### src/rtl/core/gha_ram.sv
module gha_ram #(
  parameter int unsigned WIDTH = 8,
  parameter int unsigned DEPTH = 16
) (
  input  logic                     clk_i,
  input  logic                     we_i,
  input  logic [$clog2(DEPTH)-1:0] waddr_i,
  input  logic [WIDTH-1:0]         wdata_i,
  input  logic                     re_i,
  input  logic [$clog2(DEPTH)-1:0] raddr_i,
  output logic [WIDTH-1:0]         rdata_o
);

  logic [WIDTH-1:0] mem_q [DEPTH];
  logic [WIDTH-1:0] rdata_q;

  always_ff @(posedge clk_i) begin
    if (we_i) begin
      mem_q[waddr_i] <= wdata_i;
    end
    if (re_i) begin
      rdata_q <= mem_q[raddr_i];
    end
  end

  assign rdata_o = rdata_q;

endmodule

### config.mk
export PLATFORM = sky130hd
export DESIGN_NAME = gha_ram
export DESIGN_NICKNAME = d
export VERILOG_FILES = /design/src/rtl/core/gha_ram.sv
export SDC_FILE = /design/constraint.sdc
export NUM_CORES = 1
export LEC_CHECK = 0
export BUFFER_PORTS_ARGS = -buffer_cell sky130_fd_sc_hd__buf_2
export CAP_MARGIN = 20
export CORE_ASPECT_RATIO = 2
export CORE_MARGIN = 3
export CORE_UTILIZATION = 40
export DETAILED_ROUTE_END_ITERATION = 10
export GPL_TIMING_DRIVEN = 0
export PLACE_DENSITY_LB_ADDON = 0.25
export SYNTH_ARGS = -nofsm -noshare
export SYNTH_HDL_FRONTEND = slang
export SYNTH_SLANG_ARGS = --single-unit
### constraint.sdc
create_clock -name clk_i -period 2.1 [get_ports clk_i]
set_input_delay 0.21 -clock clk_i [delete_from_list [all_inputs] [get_ports clk_i]]
set_output_delay 0.21 -clock clk_i [all_outputs]
set_load 0.05 [all_outputs]
Word level (Yosys, flattened, before mapping)

Memory sizes are Yosys's and may differ from the RTL's. A register that Yosys moved wholly into a read port is not among the register bits.
Cells that the tools add are included.

Register bits after elaboration: 0
RAM bits: 128
Output and inout port bits: 8
Word-level logic and storage cells: 3
Memories kept: 1

Multiplexer cells: 2

Memories:

| name  | words | bits a word | read ports | clocked after Yosys merged registers in | wr ports | line | RTL |
|---|---|---|---|---|---|---|---|
| mem_q | 16    | 8           | 1          | 1                                       | 1        | 14   | `logic [WIDTH-1:0] mem_q [DEPTH];` |

Operator list:

| kind             | number |
|---|---|
| 1-bit 2-to-1 mux | 2 |

Logic depth before layout (Yosys ltp)

Depth in word-level cells: 2
Mapped depth: 5
Depth with buffers taken out: 3

Worst setup path after synthesis

No wires, ideal clock.

Path type: input port to flip-flop
Start point: in waddr_i[2]
End point: mem mem_q[0][0], enable pin
Library setup time: 383 ps
Arrival: 1320 ps
Setup slack: 397 ps
Stages on the path: 2
Path through: or3b_2 -> nor3_1

RTL lines:

| item            | line | RTL |
|---|---|---|
| start, declared | 7    | `input logic [$clog2(DEPTH)-1:0] waddr_i,` |
| end, declared   | 14   |  |

Straight into the memory's write port.

==> impl_metrics.tcl <==
set metrics [dict create \
    status "complete, no violations" \
    crit_start "mem_q[1][1]" \
    grt_usage_pct 15.9 \
    place_hpwl_um 7140 \
    p_leak_uw 0.00208 \
    place_congestion 0.797 \
    power_density_mw_per_mm2 1060 \
    placed_cells 408 \
    drtAntennaViolNets 0 \
    synthArstFlopShare_pct 0 \
    worstReg2RegEnd "rdata_o[1]" \
    endpoint_kind "flop" \
    startpoint_type "flop" \
    hp-start "re_i" \
    yosys.area_share.simple_pct 3.14 \
    post_cts_resize_count 0 \
    setup_viol 0 \
    seqPwrFrac_pct 46.7 \
    synth.ff_latch_count 136 \
    synth_area_leader_cell "edfxtp_1" \
    die_y_um 168 \
    fin_tns_setup_ps 0 \
    wirelength_um 10500 \
    hold_viol 0 \
    syn_inst 229 \
    layout-drive-gt1-share_pct 30.1 \
    synthAdderAreaFrac_pct 0 \
    clock_path_buffers 2 \
    dominantRegCellSynth "edfxtp_1" \
    period_share_pct 76.1 \
    clk_latency_ps 410 \
    cts-root-buf "clkbuf_16" \
    cts_tree "done" \
    worstSetupPathType "flop to flop" \
    hold_buffers 0 \
    synthMuxAreaShare_pct 14.8 \
    synth_top_area_share_pct 78.1 \
    coreArea_mm2 0.0127 \
    fin_crit_ps 1600 \
    final_nets 296 \
    cts.htree.levels 4 \
    instances_no_fill 439 \
    yosys.area_share.xor_xnor_pct 0 \
    grt_overflow 0 \
    design_area_mm2 0.00620 \
    synth_compound_area_share_pct 2.30 \
    crit_path_max_fanout 1 \
    grt_setup_unrepaired "false" \
    clkPwrFrac_pct 48.2 \
    synth_warnings 0 \
    area_growth_pct 18.5 \
    synth-edff-count 136 \
    slew_violations 0 \
    row_count 58 \
    cts_buffers 17 \
    clock-sinks 136 \
    r2r-start "mem_q[1][1]" \
    comb_power_share_pct 5.1 \
    p_sw_uw 1310 \
    diodes 0 \
    yosys-top-cells-area "edfxtp_1 78%, mux4_2 7.8%, mux4_1 7.0%" \
    wl_per_cell_um 24.0 \
    synth_top_family_by_area "multiplexers" \
    reg2reg_depth 3 \
    synth_top_cells_by_count "136 x edfxtp_1, 18 x mux4_2, 16 x a22oi_1, 14 x mux4_1, 13 x nor2_1" \
    synthesis.nets 248 \
    num_io_pins 27 \
    syn_area_per_cell_um2 22.8 \
    vias 2450 \
    start_util_pct 41.2 \
    worstMarginPinSlew_ps 855 \
    drtIter0Drc 174 \
    chipWidth_um 86.8 \
    cp.arrival_ps 1750 \
    fmax_mhz 626 \
    synth_cell_types 18 \
    grt_pass1_wl_um 15900 \
    crit_path_end "rdata_o[1]" \
    ir_worst_vdd_uv 623 \
    via_per_inst 5.58 \
    antenna_found_initial 0 \
    power_uw 6580 \
    clock_skew_ps 8.18 \
    grt_pass1_vias 2594 \
    p_int_uw 5270 \
    path_clk_slew_ps 60 \
    synth_area_mm2 0.00523 \
    grt_max_degree 17 \
    switching_share_pct 19.8 \
    yosysMostFrequentCell "edfxtp_1" \
    post_dp_cell_area_mm2 0.00557 \
    cts_setup_buffers 0 \
    slew_headroom_pct 42.8 \
    die_area_mm2 0.0146 \
    cap_violations 0 \
    place_ws_ps 86.0 \
    port_buffers 25 \
    rrSetupSlack_ps 500 \
    detail_route.first_pass.iterations 4 \
    ys_seq_area_share_pct 78.1 \
    required_ps 2250 \
    drc 0 \
    setup_ws_ps 502 \
    min-delay-path-class "input port to flop" \
]
## critical path, cell delays in order (launching register included)
cell and delay (ps):
edfxtp_1 350, mux4_1 580, a22oi_1 300, nand2_1 110
## routing by layer
layer	global-route usage [%]	up-vias	part of all wire, %
li1	-	1077	-
met1	17.9	1275	37
met2	26.2	77	55
met3	3.89	21	3.8
met4	10.1	0	4.9
met5	0	-	0
## area by class of cell
| cell class | instances | area, µm² |
|---|---|---|
| multi-input combinational | 83 | 1060 |
| buffer | 10 | 86.3 |
| tap | 150 | 188 |
| sequential | 136 | 4080 |
| timing repair buffer | 29 | 150 |
| clock inverter | 13 | 203 |
| clock buffer | 18 | 429 |
| fill | 1008 | 6500 |
## registers in the layout (all words and copies together), names as in the netlist
register  cells
mem_q       128
rdata_o       8
## power by group through the flow
stage	Sequential (µW)	Clock [µW]	Combinational (µW)
floorplan	3170	0	154
global placement	3120	0	334
detailed placement	3130	0	345
CTS	3070	3210	345
global route	3080	3300	361
finish	3070	3170	337
## metrics by stage
step	utilization (%)	hold WS (ps)
CTS	48.8	150
global route	48.8	151
detailed placement	43.8	573
floorplan	-	309
global placement	43.6	546
finish	48.8	160
## worst min path at each step
stage             endpoint  slack [ps]  cells after the start
6_report        rdata_o[2]         160                      1
2_1_floorplan  mem_q[0][0]         310                      0
5_1_grt         rdata_o[2]         150                      1
3_3_place_gp    rdata_o[2]         550                      1
3_5_place_dp    rdata_o[2]         570                      1
4_1_cts         rdata_o[4]         150                      1
## cells by family (layout without fill, tap and decap cells)
kind of cell           Yosys count  after routing
buffers and inverters           10             70
AO/OA/AOI/OAI                   16             16
AND/OR/NAND/NOR                 35             35
flip-flops                     136            136
multiplexers                    32             32
## placed cells by master (no fill, tap or decap)
master,instances
buf_2,30
or3b_2,1
and2_1,1
edfxtp_1,136
a22oi_1,16
nor3_1,4
nand2_1,9
nand2b_1,2
clkinvlp_4,1
buf_6,3
nand3_1,1
clkbuf_1,1
clkinv_4,2
mux4_2,18
and2b_1,1
nand3b_1,2
nor2_1,13
nor2b_1,1
clkbuf_16,17
bufinv_16,5
clkinv_1,1
mux4_1,14
buf_4,3
clkinv_2,3
inv_6,1
clkdlybuf4s25_2,3
Note: power is estimated with default switching activity, not from simulation.
